--- src/design/lbw_pkg.sv ---
package lbw_pkg;

   localparam int NUM_DIR   = 5;
   localparam int DIR_REST  = 0;
   localparam int DIR_EAST  = 1;
   localparam int DIR_NORTH = 2;
   localparam int DIR_WEST  = 3;
   localparam int DIR_SOUTH = 4;

   typedef logic signed [31:0] q16_type;      // signed Q16.16 distribution
   typedef logic signed [36:0] feq_type;      // equilibrium before clipping
   typedef logic signed [50:0] prod_f_type;   // (1 - inv_tau) * f
   typedef logic signed [55:0] prod_e_type;   // inv_tau * feq
   typedef logic signed [47:0] wide_type;     // rounded value before clipping

   typedef enum logic [1:0] {
      KIND_FLUID  = 2'd0,
      KIND_MIRROR = 2'd1,
      KIND_SOURCE = 2'd2
   } cell_kind_type;

   typedef enum logic [2:0] {
      CSR_C_SQ        = 3'd0,
      CSR_INV_TAU     = 3'd1,
      CSR_MIRROR_CX   = 3'd2,
      CSR_MIRROR_CY   = 3'd3,
      CSR_MIRROR_R2   = 3'd4,
      CSR_MIRROR_XMIN = 3'd5,
      CSR_MIRROR_XMAX = 3'd6
   } csr_index_type;

   localparam logic [15:0] C_SQ_RESET        = 16'd16384;
   localparam logic [17:0] INV_TAU_RESET     = 18'd131072;
   localparam logic [9:0]  MIRROR_CX_RESET   = 10'd50;
   localparam logic [7:0]  MIRROR_CY_RESET   = 8'd100;
   localparam logic [20:0] MIRROR_R2_RESET   = 21'd10000;
   localparam logic [9:0]  MIRROR_XMIN_RESET = 10'd50;
   localparam logic [9:0]  MIRROR_XMAX_RESET = 10'd200;

   typedef struct packed {
      logic [15:0] c_sq;
      logic [17:0] inv_tau;
      logic [9:0]  mirror_cx;
      logic [7:0]  mirror_cy;
      logic [20:0] mirror_r2;
      logic [9:0]  mirror_xmin;
      logic [9:0]  mirror_xmax;
   } cfg_type;

   typedef struct packed {
      logic [9:0] pos_x;
      logic [7:0] pos_y;
      q16_type    f_rest;
      q16_type    f_east;
      q16_type    f_north;
      q16_type    f_west;
      q16_type    f_south;
      q16_type    source_density;
   } req_type;

   typedef struct packed {
      q16_type       new_rest;
      q16_type       new_east;
      q16_type       new_north;
      q16_type       new_west;
      q16_type       new_south;
      cell_kind_type cell_kind;
      logic          saturated;
   } rsp_type;

   // moments of one cell
   typedef struct packed {
      q16_type [NUM_DIR-1:0] f;
      logic signed [34:0]    rho;
      logic signed [32:0]    jx;
      logic signed [32:0]    jy;
      logic signed [10:0]    dx;
      logic signed [8:0]     dy;
      logic                  is_src;
      logic                  in_x;
   } mom_type;

   typedef struct packed {
      q16_type [NUM_DIR-1:0] f;
      logic signed [32:0]    jx;
      logic signed [32:0]    jy;
      logic signed [52:0]    p_rest;
      logic signed [51:0]    p_cs;
      logic [19:0]           sq_x;
      logic [15:0]           sq_y;
      logic                  is_src;
      logic                  in_x;
   } prod_type;

   typedef struct packed {
      q16_type [NUM_DIR-1:0] f;
      feq_type [NUM_DIR-1:0] feq;
      cell_kind_type         kind;
   } eq_type;

   typedef struct packed {
      prod_f_type [NUM_DIR-1:0] pa;
      prod_e_type [NUM_DIR-1:0] pb;
      q16_type    [NUM_DIR-1:0] f;
      feq_type    [NUM_DIR-1:0] feq;
      cell_kind_type            kind;
   } relax_type;

   typedef struct packed {
      q16_type value;
      logic    clip;
   } sat_type;

   function automatic sat_type sat_q16(input wide_type v);
      sat_type r;
      if (v > 48'sd2147483647) begin
         r.value = 32'sh7FFF_FFFF;
         r.clip  = 1'b1;
      end else if (v < -48'sd2147483648) begin
         r.value = 32'sh8000_0000;
         r.clip  = 1'b1;
      end else begin
         r.value = v[31:0];
         r.clip  = 1'b0;
      end
      return r;
   endfunction

endpackage

--- src/design/lbw_csr.sv ---
module lbw_csr (
   input  logic             clock,
   input  logic             reset,
   input  logic             csr_valid,
   output logic             csr_ready,
   input  logic [2:0]       csr_index,
   input  logic [31:0]      csr_wdata,
   output lbw_pkg::cfg_type cfg
);

   lbw_pkg::cfg_type cfg_ff;
   lbw_pkg::cfg_type cfg_in;

   assign csr_ready = 1'b1;
   assign cfg       = cfg_ff;

   always_comb begin
      cfg_in = cfg_ff;
      if (csr_valid) begin
         case (csr_index)
            lbw_pkg::CSR_C_SQ:        cfg_in.c_sq        = csr_wdata[15:0];
            lbw_pkg::CSR_INV_TAU:     cfg_in.inv_tau     = csr_wdata[17:0];
            lbw_pkg::CSR_MIRROR_CX:   cfg_in.mirror_cx   = csr_wdata[9:0];
            lbw_pkg::CSR_MIRROR_CY:   cfg_in.mirror_cy   = csr_wdata[7:0];
            lbw_pkg::CSR_MIRROR_R2:   cfg_in.mirror_r2   = csr_wdata[20:0];
            lbw_pkg::CSR_MIRROR_XMIN: cfg_in.mirror_xmin = csr_wdata[9:0];
            lbw_pkg::CSR_MIRROR_XMAX: cfg_in.mirror_xmax = csr_wdata[9:0];
            default:                  cfg_in = cfg_ff;   // drop unknown index
         endcase
      end
   end

   always_ff @(posedge clock) begin
      if (reset) begin
         cfg_ff.c_sq        <= lbw_pkg::C_SQ_RESET;
         cfg_ff.inv_tau     <= lbw_pkg::INV_TAU_RESET;
         cfg_ff.mirror_cx   <= lbw_pkg::MIRROR_CX_RESET;
         cfg_ff.mirror_cy   <= lbw_pkg::MIRROR_CY_RESET;
         cfg_ff.mirror_r2   <= lbw_pkg::MIRROR_R2_RESET;
         cfg_ff.mirror_xmin <= lbw_pkg::MIRROR_XMIN_RESET;
         cfg_ff.mirror_xmax <= lbw_pkg::MIRROR_XMAX_RESET;
      end else begin
         cfg_ff <= cfg_in;
      end
   end

endmodule

--- config.mk ---
export PLATFORM = sky130hd
export DESIGN_NAME = lbw_csr
export DESIGN_NICKNAME = d
export VERILOG_FILES = /design/src/design/lbw_pkg.sv /design/src/design/lbw_csr.sv
export SDC_FILE = /design/constraint.sdc
export NUM_CORES = 1
export LEC_CHECK = 0
export BUFFER_PORTS_ARGS = -buffer_cell sky130_fd_sc_hd__buf_4
export CELL_PAD_IN_SITES_DETAIL_PLACEMENT = 0
export CELL_PAD_IN_SITES_GLOBAL_PLACEMENT = 1
export CORE_ASPECT_RATIO = 0.75
export CORE_MARGIN = 5
export CORE_UTILIZATION = 35
export DETAILED_ROUTE_END_ITERATION = 10
export PLACE_DENSITY_LB_ADDON = 0.1
export SLEW_MARGIN = 20
export SYNTH_ARGS = -nofsm -noshare
export SYNTH_HDL_FRONTEND = slang
export SYNTH_SLANG_ARGS = --single-unit
--- constraint.sdc ---
create_clock -name clock -period 2.12 [get_ports clock]
set_input_delay 0.53 -clock clock [delete_from_list [all_inputs] [get_ports clock]]
set_output_delay 0.53 -clock clock [all_outputs]
set_load 0.02 [all_outputs]
==> flow_summary.ini <==
[sta]
clock_skew_ns = 0
period_minus_slack_ns = 1.39
rsz0062_at_grt = false
setup_viol = 0
drv_slew = 0
tns_ns = 0
slew_headroom_pct = 59.7
finalCritPeriodShare_pct = 65.5
worstMarginPinSlew_ns = 0.596
max_freq_mhz = 720
hold_viol_final = 0

[finish]
final_nets = 508
largest_reg_flops = 93
fillCellCount = 975
drive_gt1_share_pct = 32.4
syn_to_final_growth_pct = 37.1
antennaDiodeCount = 0
final_cell_mix = buf_4 (134), nand2b_1 (95), mux2i_1 (93), dfxtp_1 (93), nor2_1 (32)
final_common_cell = buf_4

[die]
start_util_pct = 36.2
core_area_um2 = 10400
die-area_um2 = 13000
ioPinCount = 132
rows = 32
die_w_um = 130
fp.dieH_um = 99.9

[worst_setup_path]
crit_family = flip-flops
reg2regPathDepth = 2
critPathRequiredTime_ns = 1.59
max_stage_delay_ns = 0.37
cp.arrival_ns = 0.86
path_class = register to output pin
critPathBufInv = 1
ff2ff_setup_slack_ns = 1.47
endpoint_kind = output pin
start_kind = register
r2r-start = cfg[47]
cp_slowest_cell = dfxtp_1
crit_chain = buf_4
cp_max_fo = 2
r2r_end = cfg[47]

[pwr]
p_per_area_nw_per_um2 = 760
vdd_drop_max_mv = 0.380
pwr-share-comb_pct = 8.9
p_leak_nw = 2.49
power.switching_fraction_pct = 22.2
net-switching-power_mw = 0.873
clkPwrFrac_pct = 45.0
p_seq_share_pct = 46.1
internal_power_mw = 3.05
totalPowerFinal_mw = 3.93

[detailed_routing]
dr.pass1.iters = 4
top_layer_used = met4
drt_iter0_markers = 99
wl_per_cell_um = 15.3
wl_mm = 9.34
dr_wl_met3_um = 663
dr_wl_met2_mm = 4.21
num_vias = 2755
drc_errors = 0
vias_per_cell = 4.51
antenna_left = 0
met1_length_mm = 4.37

[cts]
ctsHoldBuffers = 0
cts_buffers = 9
clk_pin_slew_ns = 0.07
cts_setup_buffers = 0
cts_buffer_depth = 2
root_buffer = clkbuf_16
clock_sinks = 93
clock_latency_ns = 0.33
cts_tree = built
post_cts_resized = 0
cts.htree.levels = 3

[worst_hold_path]
holdPathEnd = cfg[40]
hp-class = input pin to register
hold_depth = 3
hp-start = csr_wdata[20]

[placement]
routabilityCongestion = 0.716
detailed_place_hpwl_mm = 6.90
io_buffers = 119

[logic_synthesis]
syn_area_um2 = 3770
synth_warnings = 0
synth_area_per_cell_um2 = 10.6
syn_inst = 354
ys_seq_elements = 93
yosysUniqueCellTypes = 16
ys_seq_area_share_pct = 49.4
syn_nets = 392

[run]
drv_cap = 0

[global_route]
antenna_found_initial = 0
overflow = 0
grt_usage_pct = 14.5
grt_max_degree = 60
grt_pass1_wl_mm = 14.8
first_global_vias = 2837

[status]
status = completed
## power by group through the flow
stage,clock [mW],sequential [mW],combinational (mW)
after floorplan,0,1.89,0.161
after global placement,0,1.85,0.353
after detailed placement,0,1.85,0.356
after CTS,1.82,1.81,0.356
after global routing,1.89,1.81,0.380
final,1.77,1.81,0.350
## synth_stat cells
cell type,count,area share [%]
and4b_1,1,0.27
buf_2,7,0.93
buf_4,2,0.40
buf_6,2,0.60
buf_8,1,0.40
clkbuf_1,18,1.8
conb_1,1,0.10
dfxtp_1,93,49
mux2i_1,93,25
nand2b_1,95,16
nand4b_1,3,0.70
nand4bb_1,2,0.60
nor2_1,32,3.2
nor4b_1,1,0.23
nor4bb_1,2,0.53
or4b_4,1,0.37
## worst min-delay path, delay by kind of cell
kind / cells / cell delay, ns
buffers and inverters: 1 / 0.11
multiplexers: 1 / 0.06
AND/OR/NAND/NOR: 1 / 0.05
## layer usage
layer	global-route usage (%)	up-vias
met5	0	-
met4	3.83	0
met3	5.27	11
met2	22.6	73
met1	19.2	1272
li1	-	1399
## stage by stage
stage | worst slack [ns] | utilization (%) | hold WS, ns | cells | instance area, um2
after global routing | 0.693 | 49.6 | 0.466 | 611 | 5160
after floorplan | 0.428 | - | 0.546 | 354 | 3770
final | 0.732 | 49.6 | 0.455 | 611 | 5160
after CTS | 0.713 | 49.6 | 0.448 | 611 | 5160
after detailed placement | 0.403 | 46.4 | 0.464 | 595 | 4830
after global placement | 0.418 | 46.4 | 0.459 | 595 | 4830
## worst max path at each step
stage | cells past startpoint | endpoint | startpoint | slack, ns
3_3_place_gp | 3 | cfg[84] | csr_index[0] | 0.42
5_1_grt | 1 | cfg[45] | cfg[45] | 0.69
3_5_place_dp | 3 | cfg[88] | csr_index[0] | 0.40
2_1_floorplan | 5 | cfg[84] | csr_index[1] | 0.43
6_report | 1 | cfg[66] | cfg[66] | 0.73
4_1_cts | 1 | cfg[6] | cfg[6] | 0.71
## final cells by class
class	count	area, um2	share of cell area (%)
sequential	93	1860	36.1
clock buffer	11	253	4.89
tap	136	170	3.30
timing repair buffer	135	1030	19.9
multi-input combinational	231	1770	34.3
clock inverter	5	81.3	1.57
## logic make-up after synthesis
family / share of synthesized area, %
buffers and inverters: 4.12
DFF: 49.4
muxes: 24.7
other: 0.0995
and+or+nand+nor: 21.7
Note: power is estimated with default switching activity, not from simulation.
