[config.mk]
export PLATFORM = sky130hd
export DESIGN_NAME = lbw_equil
export DESIGN_NICKNAME = d
export VERILOG_FILES = /design/src/design/lbw_pkg.sv /design/src/design/lbw_equil.sv
export SDC_FILE = /design/constraint.sdc
export NUM_CORES = 2
export LEC_CHECK = 0
export BUFFER_PORTS_ARGS = -buffer_cell sky130_fd_sc_hd__buf_4
export CAP_MARGIN = 20
export CORE_MARGIN = 2
export CORE_UTILIZATION = 30
export DETAILED_ROUTE_END_ITERATION = 6
export PLACE_DENSITY = 0.57
export SYNTH_ARGS = -nofsm -noshare
export SYNTH_HDL_FRONTEND = slang
export SYNTH_SLANG_ARGS = --single-unit
[constraint.sdc]
create_clock -name clock -period 50.5 [get_ports clock]
set_clock_uncertainty 0.2 [all_clocks]
set_input_delay 12.625 -clock clock [delete_from_list [all_inputs] [get_ports clock]]
set_output_delay 12.625 -clock clock [all_outputs]
set_load 0.01 [all_outputs]
[src/design/lbw_pkg.sv]
package lbw_pkg;

   localparam int NUM_DIR   = 5;
   localparam int DIR_REST  = 0;
   localparam int DIR_EAST  = 1;
   localparam int DIR_NORTH = 2;
   localparam int DIR_WEST  = 3;
   localparam int DIR_SOUTH = 4;

   typedef logic signed [31:0] q16_type;      // signed Q16.16 distribution
   typedef logic signed [36:0] feq_type;      // equilibrium before clipping
   typedef logic signed [50:0] prod_f_type;   // (1 - inv_tau) * f
   typedef logic signed [55:0] prod_e_type;   // inv_tau * feq
   typedef logic signed [47:0] wide_type;     // rounded value before clipping

   typedef enum logic [1:0] {
      KIND_FLUID  = 2'd0,
      KIND_MIRROR = 2'd1,
      KIND_SOURCE = 2'd2
   } cell_kind_type;

   typedef enum logic [2:0] {
      CSR_C_SQ        = 3'd0,
      CSR_INV_TAU     = 3'd1,
      CSR_MIRROR_CX   = 3'd2,
      CSR_MIRROR_CY   = 3'd3,
      CSR_MIRROR_R2   = 3'd4,
      CSR_MIRROR_XMIN = 3'd5,
      CSR_MIRROR_XMAX = 3'd6
   } csr_index_type;

   localparam logic [15:0] C_SQ_RESET        = 16'd16384;
   localparam logic [17:0] INV_TAU_RESET     = 18'd131072;
   localparam logic [9:0]  MIRROR_CX_RESET   = 10'd50;
   localparam logic [7:0]  MIRROR_CY_RESET   = 8'd100;
   localparam logic [20:0] MIRROR_R2_RESET   = 21'd10000;
   localparam logic [9:0]  MIRROR_XMIN_RESET = 10'd50;
   localparam logic [9:0]  MIRROR_XMAX_RESET = 10'd200;

   typedef struct packed {
      logic [15:0] c_sq;
      logic [17:0] inv_tau;
      logic [9:0]  mirror_cx;
      logic [7:0]  mirror_cy;
      logic [20:0] mirror_r2;
      logic [9:0]  mirror_xmin;
      logic [9:0]  mirror_xmax;
   } cfg_type;

   typedef struct packed {
      logic [9:0] pos_x;
      logic [7:0] pos_y;
      q16_type    f_rest;
      q16_type    f_east;
      q16_type    f_north;
      q16_type    f_west;
      q16_type    f_south;
      q16_type    source_density;
   } req_type;

   typedef struct packed {
      q16_type       new_rest;
      q16_type       new_east;
      q16_type       new_north;
      q16_type       new_west;
      q16_type       new_south;
      cell_kind_type cell_kind;
      logic          saturated;
   } rsp_type;

   // moments of one cell
   typedef struct packed {
      q16_type [NUM_DIR-1:0] f;
      logic signed [34:0]    rho;
      logic signed [32:0]    jx;
      logic signed [32:0]    jy;
      logic signed [10:0]    dx;
      logic signed [8:0]     dy;
      logic                  is_src;
      logic                  in_x;
   } mom_type;

   typedef struct packed {
      q16_type [NUM_DIR-1:0] f;
      logic signed [32:0]    jx;
      logic signed [32:0]    jy;
      logic signed [52:0]    p_rest;
      logic signed [51:0]    p_cs;
      logic [19:0]           sq_x;
      logic [15:0]           sq_y;
      logic                  is_src;
      logic                  in_x;
   } prod_type;

   typedef struct packed {
      q16_type [NUM_DIR-1:0] f;
      feq_type [NUM_DIR-1:0] feq;
      cell_kind_type         kind;
   } eq_type;

   typedef struct packed {
      prod_f_type [NUM_DIR-1:0] pa;
      prod_e_type [NUM_DIR-1:0] pb;
      q16_type    [NUM_DIR-1:0] f;
      feq_type    [NUM_DIR-1:0] feq;
      cell_kind_type            kind;
   } relax_type;

   typedef struct packed {
      q16_type value;
      logic    clip;
   } sat_type;

   function automatic sat_type sat_q16(input wide_type v);
      sat_type r;
      if (v > 48'sd2147483647) begin
         r.value = 32'sh7FFF_FFFF;
         r.clip  = 1'b1;
      end else if (v < -48'sd2147483648) begin
         r.value = 32'sh8000_0000;
         r.clip  = 1'b1;
      end else begin
         r.value = v[31:0];
         r.clip  = 1'b0;
      end
      return r;
   endfunction

endpackage

[src/design/lbw_equil.sv]
module lbw_equil (
   input  logic              clock,
   input  logic              reset,
   input  lbw_pkg::cfg_type  cfg,
   input  logic              in_valid,
   input  lbw_pkg::mom_type  in_data,
   output logic              in_hold,
   output logic              out_valid,
   output lbw_pkg::eq_type   out_data,
   input  logic              out_hold
);

   logic              valid_a_ff, valid_a_in;
   logic              valid_b_ff, valid_b_in;
   lbw_pkg::prod_type prod_ff, prod_in;
   lbw_pkg::eq_type   eq_ff, eq_in;
   logic              hold_a, hold_b;

   assign hold_b    = valid_b_ff & out_hold;
   assign hold_a    = valid_a_ff & hold_b;
   assign in_hold   = hold_a;
   assign out_valid = valid_b_ff;
   assign out_data  = eq_ff;

   always_comb begin
      valid_a_in = hold_a ? valid_a_ff : in_valid;
      valid_b_in = hold_b ? valid_b_ff : valid_a_ff;
   end

   // products: rest weight, c_sq * rho and the squared circle offsets
   always_comb begin
      logic signed [17:0] w_rest;
      logic signed [21:0] sq_x_full;
      logic signed [17:0] sq_y_full;
      w_rest    = 18'sd65536 - $signed({1'b0, cfg.c_sq, 1'b0});
      sq_x_full = 22'(in_data.dx) * 22'(in_data.dx);
      sq_y_full = 18'(in_data.dy) * 18'(in_data.dy);
      prod_in   = prod_ff;
      if (!hold_a && in_valid) begin
         prod_in.f      = in_data.f;
         prod_in.jx     = in_data.jx;
         prod_in.jy     = in_data.jy;
         prod_in.p_rest = 53'(in_data.rho) * 53'(w_rest);
         prod_in.p_cs   = 52'(in_data.rho) * 52'($signed({1'b0, cfg.c_sq}));
         prod_in.sq_x   = sq_x_full[19:0];
         prod_in.sq_y   = sq_y_full[15:0];
         prod_in.is_src = in_data.is_src;
         prod_in.in_x   = in_data.in_x;
      end
   end

   // equilibrium, rounded to nearest with halves upward, and the cell kind
   always_comb begin
      logic signed [53:0] t_rest;
      logic signed [53:0] t_mov;
      logic signed [33:0] ej [lbw_pkg::NUM_DIR];
      logic [20:0]        rad_sq;
      logic               mirror;
      ej[lbw_pkg::DIR_REST]  = '0;
      ej[lbw_pkg::DIR_EAST]  = 34'(prod_ff.jx);
      ej[lbw_pkg::DIR_NORTH] = 34'(prod_ff.jy);
      ej[lbw_pkg::DIR_WEST]  = -34'(prod_ff.jx);
      ej[lbw_pkg::DIR_SOUTH] = -34'(prod_ff.jy);
      t_rest = 54'(prod_ff.p_rest) + 54'sd32768;
      t_mov  = '0;
      rad_sq = {1'b0, prod_ff.sq_x} + {5'b0, prod_ff.sq_y};
      mirror = prod_ff.in_x && (rad_sq > cfg.mirror_r2);
      eq_in  = eq_ff;
      if (!hold_b && valid_a_ff) begin
         eq_in.f = prod_ff.f;
         eq_in.feq[lbw_pkg::DIR_REST] = 37'(t_rest >>> 16);
         for (int d = 1; d < lbw_pkg::NUM_DIR; d++) begin
            t_mov = 54'(prod_ff.p_cs) + (54'(ej[d]) <<< 16) + 54'sd65536;
            eq_in.feq[d] = 37'(t_mov >>> 17);
         end
         if (prod_ff.is_src) begin
            eq_in.kind = lbw_pkg::KIND_SOURCE;
         end else if (mirror) begin
            eq_in.kind = lbw_pkg::KIND_MIRROR;
         end else begin
            eq_in.kind = lbw_pkg::KIND_FLUID;
         end
      end
   end

   always_ff @(posedge clock) begin
      if (reset) begin
         valid_a_ff <= 1'b0;
         valid_b_ff <= 1'b0;
      end else begin
         valid_a_ff <= valid_a_in;
         valid_b_ff <= valid_b_in;
      end
   end

   always_ff @(posedge clock) begin
      prod_ff <= prod_in;
      eq_ff   <= eq_in;
   end

endmodule

==> Flow_metrics.wiki <==
{| class="wikitable"
! Metric !! Value
|-
| Combined area of all synthesized cells || 77,100 sq um
|-
| Fin cells || 11,300
|-
| Antenna violations before repair || 29
|-
| Via count of the first global-routing pass || 56,900
|-
| Number of enable flip-flop cells after synthesis || between 600 and 700
|-
| # setup viols final || 0
|-
| Area share of the largest cell type after synthesis || 0.324
|-
| Tcrit/Tclk final || 0.517
|-
| Post-placement cell count || 11,100
|-
| Startpoint class of the critical path || input port
|-
| Number of warning messages in the yosys log || 0
|-
| Remaining global-route overflow || 0
|-
| Final worst setup slack || around 24 ns
|-
| Routed metal-1 wire length || around 94,000 microns
|-
| Worst Setup Path Type || in -> out
|-
| Clk_lat worst skew || approximately 0.74 ns
|-
| Signal arrival time at the worst endpoint || 13.30 ns
|-
| Count of nets after finishing || around 10,000
|-
| Growth of design area from synthesis to finish || 15.3%
|-
| Highest fanout seen on the critical path || 3
|-
| Number of antenna-violating nets in the routed design || 0
|-
| Floorplan die area || 261,000 sq um
|-
| Std-Cell Core Area || 256,000 sq um
|-
| Horizontal extent of the die || 511 microns
|-
| Drt via density || around 4.6
|-
| Drc violations || 0
|-
| Slew Viols, Final || 0
|-
| Number of search-and-repair iterations in the first detailed-routing pass || 5
|-
| IO Pins || around 730
|-
| Fillers || 25,500
|-
| Avg WL per Cell || slightly above 20 microns
|-
| Area used by multi-input combinational logic || 50,200 sq um
|-
| Cell count after synthesis || 7,240
|-
| Clock buffer count from CTS || 87
|-
| Largest cells by area after synthesis || sky130_fd_sc_hd__fa_1 32%, sky130_fd_sc_hd__edfxtp_1 27%, sky130_fd_sc_hd__ha_1 11%
|-
| Count of endpoints failing hold in the final timing report || 0
|-
| Fraction of layout instances using a drive strength above 1 || 0.114
|-
| Global-route wire length before repair || ~350,000 microns
|-
| Number of sinks handled by clock tree synthesis || 685
|-
| Worst slack, placed || 24.33 ns
|-
| Number of nets produced by synthesis || ~9,500
|-
| Count of hold buffers inserted by post-cts repair || 0
|-
| Starting density of the core || 0.301
|-
| Cell type contributing the most total cell area after synthesis || sky130_fd_sc_hd__fa_1
|-
| Prevailing post-synth register cell || sky130_fd_sc_hd__edfxtp_1
|-
| Routed met2 length || between 100,000 and 150,000 microns
|-
| Routability congestion estimate || 0.897
|-
| Setup total negative slack || 0 ns
|-
| Wire length after detailed routing || 229,000 microns
|-
| GR Util All Layers || 0.177
|-
| Async set or reset register ratio after synthesis || 0
|-
| Largest net degree at the start of global routing || around 120
|-
| Number of buffers on the longest clock path || 3
|-
| Via count || 52,000
|-
| Highest achievable clock rate || 38.3 MHz
|-
| Die extent in y || slightly above 500 microns
|-
| Std-Cell Rows || 186
|-
| Required time of the critical path || about 38 ns
|-
| Endpoint class of the critical path || output pin
|-
| Highest routing layer actually used || met5
|-
| Slack of the worst reg-to-reg path || between 40 and 50 ns
|-
| Proportion of synthesized chip area in sequential cells || 0.267
|-
| Cell at the root of the clock tree || sky130_fd_sc_hd__clkbuf_16
|-
| Number of register bits inferred by synthesis || 685
|-
| # port buffers || 672
|-
| TritonCTS clock tree || built
|-
| Fin crit period || 26.13 ns
|-
| Clock H-tree levels || 3
|-
| Number of DRC markers after the initial detailed-route iteration || 2,655
|-
| RSZ-0062 raised after global routing || no
|-
| Met3 wire length || 13,600 microns
|-
| Slew at the pin with the worst max-slew slack || 1.03 ns
|-
| Result of the run || finished clean
|-
| Count of buffers added by post-CTS timing repair for setup || 0
|-
| Storage cell area || 20,500 sq um
|-
| Detailed Place HPWL || between 150,000 and 200,000 microns
|-
| Max-capacitance violation count || 0
|-
| Number of library cell types mapped by synthesis || 80
|-
| Slew Limit Headroom || 0.312
|-
| Synthesized area per cell || 10.6 sq um
|-
| Clock-pin slew on the worst setup and hold paths || 0.06 ns
|-
| PostCTS Resize Cnt || 0
|-
| Type of the tightest min-delay check || reg -> reg
|}
==> sequential cells by signal (all words and copies together) (netlist names) <==
signal	cells
out_valid	1
prod_ff	336
valid_a_ff	1
out_data	347
==> cell type report <==
cell class / instances / area share
Tap cell: 3384 / 0.0476
Antenna cell: 15 / 0.000422
Timing Repair Buffer: 701 / 0.0600
Sequential cell: 685 / 0.231
Clock inverter: 49 / 0.00668
Multi-Input combinational cell: 4797 / 0.565
Inverter: 1517 / 0.0640
Clock buffer: 106 / 0.0253
==> logic make-up after synthesis <==
logic type               count (synthesis)  synth area share
AO/OA/AOI/OAI                          651            0.0556
adder cells (fa/ha/maj)               1922             0.433
AND/OR/NAND/NOR                       1849             0.116
flip-flops                             685             0.267
XOR/XNOR                               372            0.0423
buffers and inverters                 1758            0.0856
multiplexers                             3          0.000406
==> final timing paths <==
check | startpoint | to | depth (start not counted)
worst max register to register | prod_ff[177] | out_data[145] | 18
worst max-delay path | out_hold | in_hold | 3
worst min register to register | prod_ff[260] | out_data[238] | 0
worst min-delay path | prod_ff[260] | out_data[238] | 0
==> metrics by stage <==
stage / cell area [sq um] / util / hold slack (ns)
5_1_grt: 88900 / 0.347 / 0.196
6_report: 88900 / 0.347 / 0.200
3_3_place_gp: 86000 / 0.335 / 0.200
2_1_floorplan: 77100 / - / 0.200
3_5_place_dp: 86000 / 0.336 / 0.205
4_1_cts: 88800 / 0.347 / 0.188
==> layout by cell type (no fill, tap or decap), drive strengths merged, types with 7 or more instances in the layout <==
cell type | Yosys | final
a2111oi | 9 | 9
a211oi | 23 | 23
a21boi | 10 | 10
a21o | 140 | 140
a21oi | 192 | 192
a221oi | 7 | 7
a31o | 8 | 8
a31oi | 18 | 18
and2 | 438 | 438
and3 | 46 | 46
and4 | 7 | 7
buf | 28 | 701
clkbuf | 213 | 106
clkinv | 0 | 33
diode | 0 | 15
edfxtp | 683 | 683
fa | 1246 | 1246
ha | 676 | 676
inv | 1517 | 1524
nand2 | 853 | 853
nand2b | 42 | 42
nand3 | 44 | 44
nand4 | 26 | 26
nor2 | 184 | 184
nor2b | 66 | 66
nor3 | 59 | 59
nor4 | 22 | 22
o211ai | 11 | 11
o21a | 36 | 36
o21ai | 99 | 99
o21bai | 31 | 31
o31ai | 13 | 13
or2 | 24 | 24
or3 | 18 | 18
or4 | 8 | 8
xnor2 | 254 | 254
xor2 | 118 | 118
==> worst max-delay path, stage by stage <==
cell and delay, ns:
sky130_fd_sc_hd__buf_4 0.11, sky130_fd_sc_hd__and3_1 0.36, sky130_fd_sc_hd__buf_4 0.21
==> per-layer routing <==
metal / vias to the layer above / global-route usage
li1: 23800 / -
met1: 26400 / 0.217
met2: 1419 / 0.308
met3: 326 / 0.0356
met4: 24 / 0.0601
met5: - / 0
==> cell usage after synthesis, drive strengths merged, types with 5 or more instances <==
cell type	instances
nor4	22
o31ai	13
and2	438
nand2	853
ha	676
fa	1246
a21oi	192
and4	7
a31oi	18
o21ai	99
or3	18
nor2	184
xor2	118
inv	1517
o21bai	31
a21boi	10
o211ai	11
a2111oi	9
a211oi	23
a31o	8
nor3	59
and3	46
xnor2	254
o21a	36
a221oi	7
a21o	140
nor2b	66
nand4	26
buf	28
or4	8
or2	24
nand3	44
nand2b	42
clkbuf	213
a311o	5
a211o	6
edfxtp	683
o311ai	6
Power is not shown: default switching activity piles up to over one toggle a cycle in this logic, so the estimate is an artifact.
