## config.mk

```make
export PLATFORM = sky130hd
export DESIGN_NAME = lbw_moments
export DESIGN_NICKNAME = d
export VERILOG_FILES = /design/src/design/lbw_pkg.sv /design/src/design/lbw_moments.sv
export SDC_FILE = /design/constraint.sdc
export NUM_CORES = 1
export LEC_CHECK = 0
export BUFFER_PORTS_ARGS = -buffer_cell sky130_fd_sc_hd__buf_2
export CORE_MARGIN = 3
export CORE_UTILIZATION = 46
export DETAILED_ROUTE_END_ITERATION = 8
export PLACE_DENSITY = 0.7
export SYNTH_ARGS = -nofsm -noshare
export SYNTH_HDL_FRONTEND = slang
export SYNTH_SLANG_ARGS = --single-unit
```

## constraint.sdc

```tcl
create_clock -name clock -period 31.4 [get_ports clock]
set_input_delay 3.14 -clock clock [delete_from_list [all_inputs] [get_ports clock]]
set_output_delay 3.14 -clock clock [all_outputs]
set_load 0.03 [all_outputs]
```

## src/design/lbw_pkg.sv

```systemverilog
package lbw_pkg;

   localparam int NUM_DIR   = 5;
   localparam int DIR_REST  = 0;
   localparam int DIR_EAST  = 1;
   localparam int DIR_NORTH = 2;
   localparam int DIR_WEST  = 3;
   localparam int DIR_SOUTH = 4;

   typedef logic signed [31:0] q16_type;      // signed Q16.16 distribution
   typedef logic signed [36:0] feq_type;      // equilibrium before clipping
   typedef logic signed [50:0] prod_f_type;   // (1 - inv_tau) * f
   typedef logic signed [55:0] prod_e_type;   // inv_tau * feq
   typedef logic signed [47:0] wide_type;     // rounded value before clipping

   typedef enum logic [1:0] {
      KIND_FLUID  = 2'd0,
      KIND_MIRROR = 2'd1,
      KIND_SOURCE = 2'd2
   } cell_kind_type;

   typedef enum logic [2:0] {
      CSR_C_SQ        = 3'd0,
      CSR_INV_TAU     = 3'd1,
      CSR_MIRROR_CX   = 3'd2,
      CSR_MIRROR_CY   = 3'd3,
      CSR_MIRROR_R2   = 3'd4,
      CSR_MIRROR_XMIN = 3'd5,
      CSR_MIRROR_XMAX = 3'd6
   } csr_index_type;

   localparam logic [15:0] C_SQ_RESET        = 16'd16384;
   localparam logic [17:0] INV_TAU_RESET     = 18'd131072;
   localparam logic [9:0]  MIRROR_CX_RESET   = 10'd50;
   localparam logic [7:0]  MIRROR_CY_RESET   = 8'd100;
   localparam logic [20:0] MIRROR_R2_RESET   = 21'd10000;
   localparam logic [9:0]  MIRROR_XMIN_RESET = 10'd50;
   localparam logic [9:0]  MIRROR_XMAX_RESET = 10'd200;

   typedef struct packed {
      logic [15:0] c_sq;
      logic [17:0] inv_tau;
      logic [9:0]  mirror_cx;
      logic [7:0]  mirror_cy;
      logic [20:0] mirror_r2;
      logic [9:0]  mirror_xmin;
      logic [9:0]  mirror_xmax;
   } cfg_type;

   typedef struct packed {
      logic [9:0] pos_x;
      logic [7:0] pos_y;
      q16_type    f_rest;
      q16_type    f_east;
      q16_type    f_north;
      q16_type    f_west;
      q16_type    f_south;
      q16_type    source_density;
   } req_type;

   typedef struct packed {
      q16_type       new_rest;
      q16_type       new_east;
      q16_type       new_north;
      q16_type       new_west;
      q16_type       new_south;
      cell_kind_type cell_kind;
      logic          saturated;
   } rsp_type;

   // moments of one cell
   typedef struct packed {
      q16_type [NUM_DIR-1:0] f;
      logic signed [34:0]    rho;
      logic signed [32:0]    jx;
      logic signed [32:0]    jy;
      logic signed [10:0]    dx;
      logic signed [8:0]     dy;
      logic                  is_src;
      logic                  in_x;
   } mom_type;

   typedef struct packed {
      q16_type [NUM_DIR-1:0] f;
      logic signed [32:0]    jx;
      logic signed [32:0]    jy;
      logic signed [52:0]    p_rest;
      logic signed [51:0]    p_cs;
      logic [19:0]           sq_x;
      logic [15:0]           sq_y;
      logic                  is_src;
      logic                  in_x;
   } prod_type;

   typedef struct packed {
      q16_type [NUM_DIR-1:0] f;
      feq_type [NUM_DIR-1:0] feq;
      cell_kind_type         kind;
   } eq_type;

   typedef struct packed {
      prod_f_type [NUM_DIR-1:0] pa;
      prod_e_type [NUM_DIR-1:0] pb;
      q16_type    [NUM_DIR-1:0] f;
      feq_type    [NUM_DIR-1:0] feq;
      cell_kind_type            kind;
   } relax_type;

   typedef struct packed {
      q16_type value;
      logic    clip;
   } sat_type;

   function automatic sat_type sat_q16(input wide_type v);
      sat_type r;
      if (v > 48'sd2147483647) begin
         r.value = 32'sh7FFF_FFFF;
         r.clip  = 1'b1;
      end else if (v < -48'sd2147483648) begin
         r.value = 32'sh8000_0000;
         r.clip  = 1'b1;
      end else begin
         r.value = v[31:0];
         r.clip  = 1'b0;
      end
      return r;
   endfunction

endpackage

```

## src/design/lbw_moments.sv

```systemverilog
module lbw_moments (
   input  logic             clock,
   input  logic             reset,
   input  lbw_pkg::cfg_type cfg,
   input  logic             in_valid,
   input  lbw_pkg::req_type in_data,
   output logic             in_hold,
   output logic             out_valid,
   output lbw_pkg::mom_type out_data,
   input  logic             out_hold
);

   logic             valid_a_ff, valid_a_in;
   logic             valid_b_ff, valid_b_in;
   lbw_pkg::req_type req_ff, req_in;
   lbw_pkg::mom_type mom_ff, mom_in;
   logic             hold_a, hold_b;

   assign hold_b    = valid_b_ff & out_hold;
   assign hold_a    = valid_a_ff & hold_b;
   assign in_hold   = hold_a;
   assign out_valid = valid_b_ff;
   assign out_data  = mom_ff;

   always_comb begin
      valid_a_in = hold_a ? valid_a_ff : in_valid;
      req_in     = (hold_a || !in_valid) ? req_ff : in_data;
      valid_b_in = hold_b ? valid_b_ff : valid_a_ff;
   end

   always_comb begin
      logic signed [34:0] rho_sum;
      mom_in = mom_ff;
      if (!hold_b && valid_a_ff) begin
         mom_in.f[lbw_pkg::DIR_REST]  = req_ff.f_rest;
         mom_in.f[lbw_pkg::DIR_EAST]  = req_ff.f_east;
         mom_in.f[lbw_pkg::DIR_NORTH] = req_ff.f_north;
         mom_in.f[lbw_pkg::DIR_WEST]  = req_ff.f_west;
         mom_in.f[lbw_pkg::DIR_SOUTH] = req_ff.f_south;
         rho_sum = 35'(req_ff.f_rest) + 35'(req_ff.f_east) + 35'(req_ff.f_north)
                 + 35'(req_ff.f_west) + 35'(req_ff.f_south);
         mom_in.is_src = (req_ff.pos_x == 10'd0);
         // source column takes the imposed density in place of its own sum
         mom_in.rho    = mom_in.is_src ? 35'(req_ff.source_density) : rho_sum;
         mom_in.jx     = 33'(req_ff.f_east) - 33'(req_ff.f_west);
         mom_in.jy     = 33'(req_ff.f_north) - 33'(req_ff.f_south);
         mom_in.dx     = $signed({1'b0, req_ff.pos_x}) - $signed({1'b0, cfg.mirror_cx});
         mom_in.dy     = $signed({1'b0, req_ff.pos_y}) - $signed({1'b0, cfg.mirror_cy});
         mom_in.in_x   = (req_ff.pos_x > cfg.mirror_xmin) && (req_ff.pos_x < cfg.mirror_xmax);
      end else begin
         rho_sum = '0;
      end
   end

   always_ff @(posedge clock) begin
      if (reset) begin
         valid_a_ff <= 1'b0;
         valid_b_ff <= 1'b0;
      end else begin
         valid_a_ff <= valid_a_in;
         valid_b_ff <= valid_b_in;
      end
   end

   always_ff @(posedge clock) begin
      req_ff <= req_in;
      mom_ff <= mom_in;
   end

endmodule

```

==> results.md, run 1 <==
* Status: completed
* Slew Limit Fails at 0
* Via density at 5.259
* Hold crit path type: reg2reg
* WS Path Type: in2out
* Worst skew pair latency at 0.60 ns
* Sequential-to-total area share from yosys stat at 0.5998
* Relative slew slack at 0.3103
* Cell taking the most area after synthesis: edfxtp_1
* CTS hold repair buffers at 0
* H-tree depth at 2
* CTS Root Cell: clkbuf_16
* FF+latch area at 14840 um2
* CP Launch Type: input pin
* # port buffers at 536
* Finish-stage setup viols at 0
* Placer's final routability congestion estimate at 0.9157
* Initial DRC count at 982
* Detailed Route WL at 67530 um
* PwrDens at 73.02 nW/um2
* Cell leakage power at 13.31 nW
* Global route overflow at 0
* MaxCap Viol Count at 0
* Synth Area in Adders at 0.1513
* Io pins at 592
* Mapped Area at 24750 um2
* Syn Nets at 2444
* Fillers at 4246
* R2r startpoint: req_ff[33]
* Syn avg cell area at 13.03 um2
* Post-CTS Setup Bufs at 0
* Starting density of the core at 0.4681
* Register bit count reported by yosys at 495
* Vias at 16850
* Num rows at 84
* Crit end category: output port
* Clock tree from TritonCTS: yes
* Synth top area share at 0.5982
* RSZ-0062 raised after global routing: false
* Number of nets in the layout at 3008
* Actual slew at the worst max-slew pin at 1.035 ns
* Top post-synthesis cells by area: edfxtp_1, fa_1, ha_1
* Multiplexer share of the synthesized area at 0.002123
* Final TNS setup at 0 ns
* Simple-gate share of the synthesized area at 0.06082
* DP Cell Count at 3096
* Total CTS buffers at 53
* Critical path arrival at 3.73 ns
* Critical Path RT at 28.26 ns
* Post-DP HPWL at 52940 um
* Max Freq at 0.1456 GHz
* Syn. warnings at 0
* EDFF count, synth at 493
* Share of cells above drive strength 1 at 0.2573
* Synth cell types at 63
* Wirelength per Cell at 21.08 um
* Crit path launch: out_hold
* Layout area overhead at 22.01%
* Finished Layout Cells at 3204
* CORE AREA at 52870 um2
* Total global-route track usage at 0.2349
* Final hold violation count at 0
* Main combinational cell family by area after synthesis: adder cells
* Fin crit share at 0.2187
* Router iterations before antenna repair at 5
* Antenna violations before repair at 8
* First-pass GRT wire length at 100500 um
* Residual DRC at 0
* Minimum clock period at 6.866 ns
* CTS clk-pin slew, worst paths at 0.06 ns
* Multi-input combinational cell area at 8454 um2
* Die X at 237.9 um
* Synthesized netlist cell count at 1899
* Die area at 56620 um2
* Maximum buffer depth of the clock tree at 3
* Die Y at 237.9 um
* Post-synthesis compound-gate area fraction at 0.09551
* Ys flop type: edfxtp_1
* Largest net degree at the start of global routing at 78
* Vias in the first global route at 17340
* Xor/xnor cell area share of the yosys netlist at 0.03114
* Post-CTS Resized at 0
* CTS sink count at 495
* Layout Skew at 0.03044 ns
* CP Max Fanout at 3
* HP Start: req_ff[183]
* Worst vdd ir at 52.57 uV
* Async S/R FF share, synth at 0
* Antenna viol nets, final at 0
power breakdown:
part / switching [mW] / internal, mW
sequential: 0.0249 / 0.814
clock: 0.266 / 0.421
combinational: 0.427 / 0.251
total: 0.719 / 1.49
placed cells by master, fill, tap and decap left out, drive strengths merged, types with 18 or more instances in the layout:
cell and instances:
a21o 48, a21oi 124, buf 545, clkbuf 60, edfxtp 493, fa 102, ha 136, inv 360
nand2 77, nand2b 19, nand3 22, nor2 86, nor2b 20, nor3 21, o21a 18, o21ai 76
xnor2 50, xor2 38
flip-flops by register name, summed over array words and instances (netlist names):
register    count
req_ff        210
out_valid       1
out_data      283
valid_a_ff      1
synthesized netlist by cell type, types with 13 or more instances:
| cell | n |
|---|---|
| xor2_1 | 38 |
| fa_1 | 102 |
| a31oi_1 | 14 |
| nor3_1 | 21 |
| a21oi_1 | 124 |
| a211oi_1 | 13 |
| o21a_1 | 18 |
| nand4_1 | 16 |
| inv_1 | 354 |
| nor2b_1 | 19 |
| nand2_1 | 77 |
| xnor2_1 | 50 |
| a21o_1 | 48 |
| edfxtp_1 | 493 |
| nand2b_1 | 19 |
| nand3_1 | 22 |
| clkbuf_1 | 35 |
| ha_1 | 136 |
| nor2_1 | 86 |
| o21ai_0 | 75 |
metal layers:
metal	up-vias	global-route usage	wire length (um)
li1	7797	-	-
met1	8239	0.2927	26280
met2	681	0.4063	33560
met3	128	0.04982	5387
met4	6	0.08591	2269
met5	-	0	27
cells by family after synthesis:
| kind of cell | count (synthesis) |
|---|---|
| AND/OR/NAND/NOR | 308 |
| XOR/XNOR | 88 |
| buffers and inverters | 391 |
| AO/OA/AOI/OAI | 374 |
| adder cells (fa/ha/maj) | 238 |
| multiplexers | 5 |
| flip-flops | 495 |
worst max-delay path, stage by stage:
cell and delay, ns:
buf_2 0.12, and3_1 0.23, buf_2 0.23
final cells by class:
cell class                 count  area share
clock inverter                39     0.01769
antenna                        9   0.0007459
sequential                   495      0.4916
multi-input combinational   1013      0.2800
inverter                     355     0.04413
tap                          688     0.02851
timing repair buffer         545     0.09108
clock buffer                  60     0.04620
through the flow:
step	setup slack [ns]	power [mW]	instance area, um2	util	hold WS, ns
finish	24.53	2.205	30190	0.5711	0.4458
global route	24.50	2.321	30180	0.5709	0.4560
CTS	24.53	2.223	30170	0.5707	0.4473
detailed placement	24.53	1.532	28240	0.5342	0.4323
global placement	24.54	1.520	28240	0.5342	0.4337
floorplan	6.608	1.342	24750	-	0.4264
final timing paths:
kind / to / slack (ns) / depth (start not counted)
max: in_hold / 24.53 / 3
max reg2reg: out_data[119] / 26.47 / 16
min reg2reg: out_data[146] / 0.45 / 0
min: out_data[146] / 0.45 / 0
No activity file was read; power rests on OpenSTA's default activity.
==> run 2, diff against run 1 <==
Clock period 31.4 ns to 6.63 ns, I/O delays scaled along.
==> results.md, run 2 (synthesis gave the netlist of run 1 again) <==
* Io pins at 592
* Router iterations before antenna repair at 7
* PwrDens at 340.1 nW/um2
* CTS sink count at 495
* CP Max Fanout at 4
* Commonest non-fill, non-tap cell in the layout: buf_2
* Antenna viol nets, final at 0
* First-pass GRT wire length at 100200 um
* Max Freq at 0.2038 GHz
* Relative slew slack at 0.2387
* CORE AREA at 52870 um2
* Largest register FFs at 283
* Worst vdd ir at 265.8 uV
* CTS Root Cell: clkbuf_16
* Number of nets in the layout at 3005
* RSZ-0062 raised after global routing: false
* Slowest stage delay, CP at 0.52 ns
* Crit-path slowest cell: fa_1
* Finish-stage setup viols at 0
* Layout Skew at 0.01482 ns
* Initial DRC count at 1082
* Fin crit share at 0.7400
* Total global-route track usage at 0.2345
* Clock tree from TritonCTS: yes
* Minimum clock period at 4.906 ns
* Commonest non-fill, non-tap cells in the layout: buf_2, edfxtp_1, inv_1, ha_1, a21oi_1
* Final hold violation count at 0
* Critical Path RT at 6.94 ns
* Antenna violations before repair at 10
* Vias at 16960
* CP Launch Type: flop
* CTS hold repair buffers at 0
* Setup WS pre-CTS at 1.780 ns
* MaxCap Viol Count at 0
* Vias in the first global route at 17070
* Crit end category: flop
* Die area at 56620 um2
* Global route overflow at 0
* Critical path arrival at 5.21 ns
* Die X at 237.9 um
* CTS clk-pin slew, worst paths at 0.07 ns
* Slew Limit Fails at 0
* Num rows at 84
* Hold crit path type: in2reg
* CP Cell Sequence: inv_1, fa_1, fa_1, fa_1, inv_1, ha_1, inv_1, fa_1, nor2b_1, o31ai_1, a21oi_1, a41o_1, a31oi_1, o21ai_0, xnor2_1, o21ai_0
* Actual slew at the worst max-slew pin at 1.130 ns
* Post-DP HPWL at 52680 um
* Largest net degree at the start of global routing at 134
* Cell leakage power at 13.25 nW
* Starting density of the core at 0.4681
* Share of cells above drive strength 1 at 0.2554
* H-tree depth at 2
* Worst skew pair latency at 0.59 ns
* Residual DRC at 0
* # port buffers at 536
* Worst setup margin at 1.724 ns
* Placer's final routability congestion estimate at 0.9526
* WS Path Type: reg2reg
* Layout area overhead at 21.35%
* Maximum buffer depth of the clock tree at 3
* Post-CTS Resized at 0
* Post-CTS Setup Bufs at 0
* Via density at 5.304
* Status: completed
* Total CTS buffers at 52
* Detailed Route WL at 67800 um
* Die Y at 237.9 um
* Wirelength per Cell at 21.20 um
* Worst path most repeated cell: fa_1
* Final TNS setup at 0 ns
[run 2: changes by cell type in the layout (fill, tap and decap cells not counted), sizes merged]
| cell | previous run | this run |
|---|---|---|
| buf | 545 | 543 |
| inv | 360 | 359 |
| clkinvlp | 6 | 2 |
| bufinv | 12 | 8 |
| clkbuf | 60 | 62 |
| clkinv | 16 | 20 |
| diode | 9 | 8 |
[run 2: metal layers]
metal	wire length, um	share of wire	global-route usage	vias to the layer above
li1	-	-	-	7788
met1	26410	0.39	0.2941	8293
met2	33940	0.50	0.4066	741
met3	5240	0.077	0.04750	135
met4	2179	0.032	0.08296	6
met5	30	0.00044	0	-
[run 2: per-stage QoR]
stage          power, mW  std cells  hold WS, ns    util  area [um2]
2_1_floorplan      6.278       1899       0.4264       -       24770
3_3_place_gp       7.177       3094       0.4332  0.5342       28240
3_5_place_dp       7.243       3094       0.4333  0.5342       28240
4_1_cts            10.29       3190       0.2037  0.5677       30010
5_1_grt            10.75       3195       0.2157  0.5679       30020
6_report           10.21       3198       0.2446  0.5681       30030
[run 2: final timing paths]
kind,end,slack (ns),depth (start not counted),startpoint
setup reg to reg,out_data[119],1.72,16,req_ff[65]
hold reg to reg,out_data[257],0.45,0,req_ff[38]
setup / recovery,out_data[119],1.72,16,req_ff[65]
hold / removal,req_ff[175],0.24,1,in_data[175]
[run 2: power breakdown]
group | total [mW] | switching (mW) | internal [mW]
logic | 3.21 | 2.03 | 1.19
registers | 3.97 | 0.118 | 3.86
clock network | 3.03 | 1.24 | 1.79
total | 10.2 | 3.38 | 6.83
[run 2: layout make-up]
class,count,area (um2)
repair buffers,543,2748
multi-input cells,1013,8454
diodes,8,20.02
flip-flops and latches,495,14840
clock buffers,62,1360
clock inverters,34,411.6
well taps,688,860.8
inverters,355,1333
fillers,4274,22830
[run 2: critical path, delay by kind of cell, from the launching register on]
| family | cells | cell delay (ns) |
|---|---|---|
| adder cells (fa/ha/maj) | 5 | 1.94 |
| AO/OA/AOI/OAI | 6 | 1.75 |
| flip-flops | 1 | 0.45 |
| buffers and inverters | 3 | 0.25 |
| XOR/XNOR | 1 | 0.16 |
| AND/OR/NAND/NOR | 1 | 0.06 |
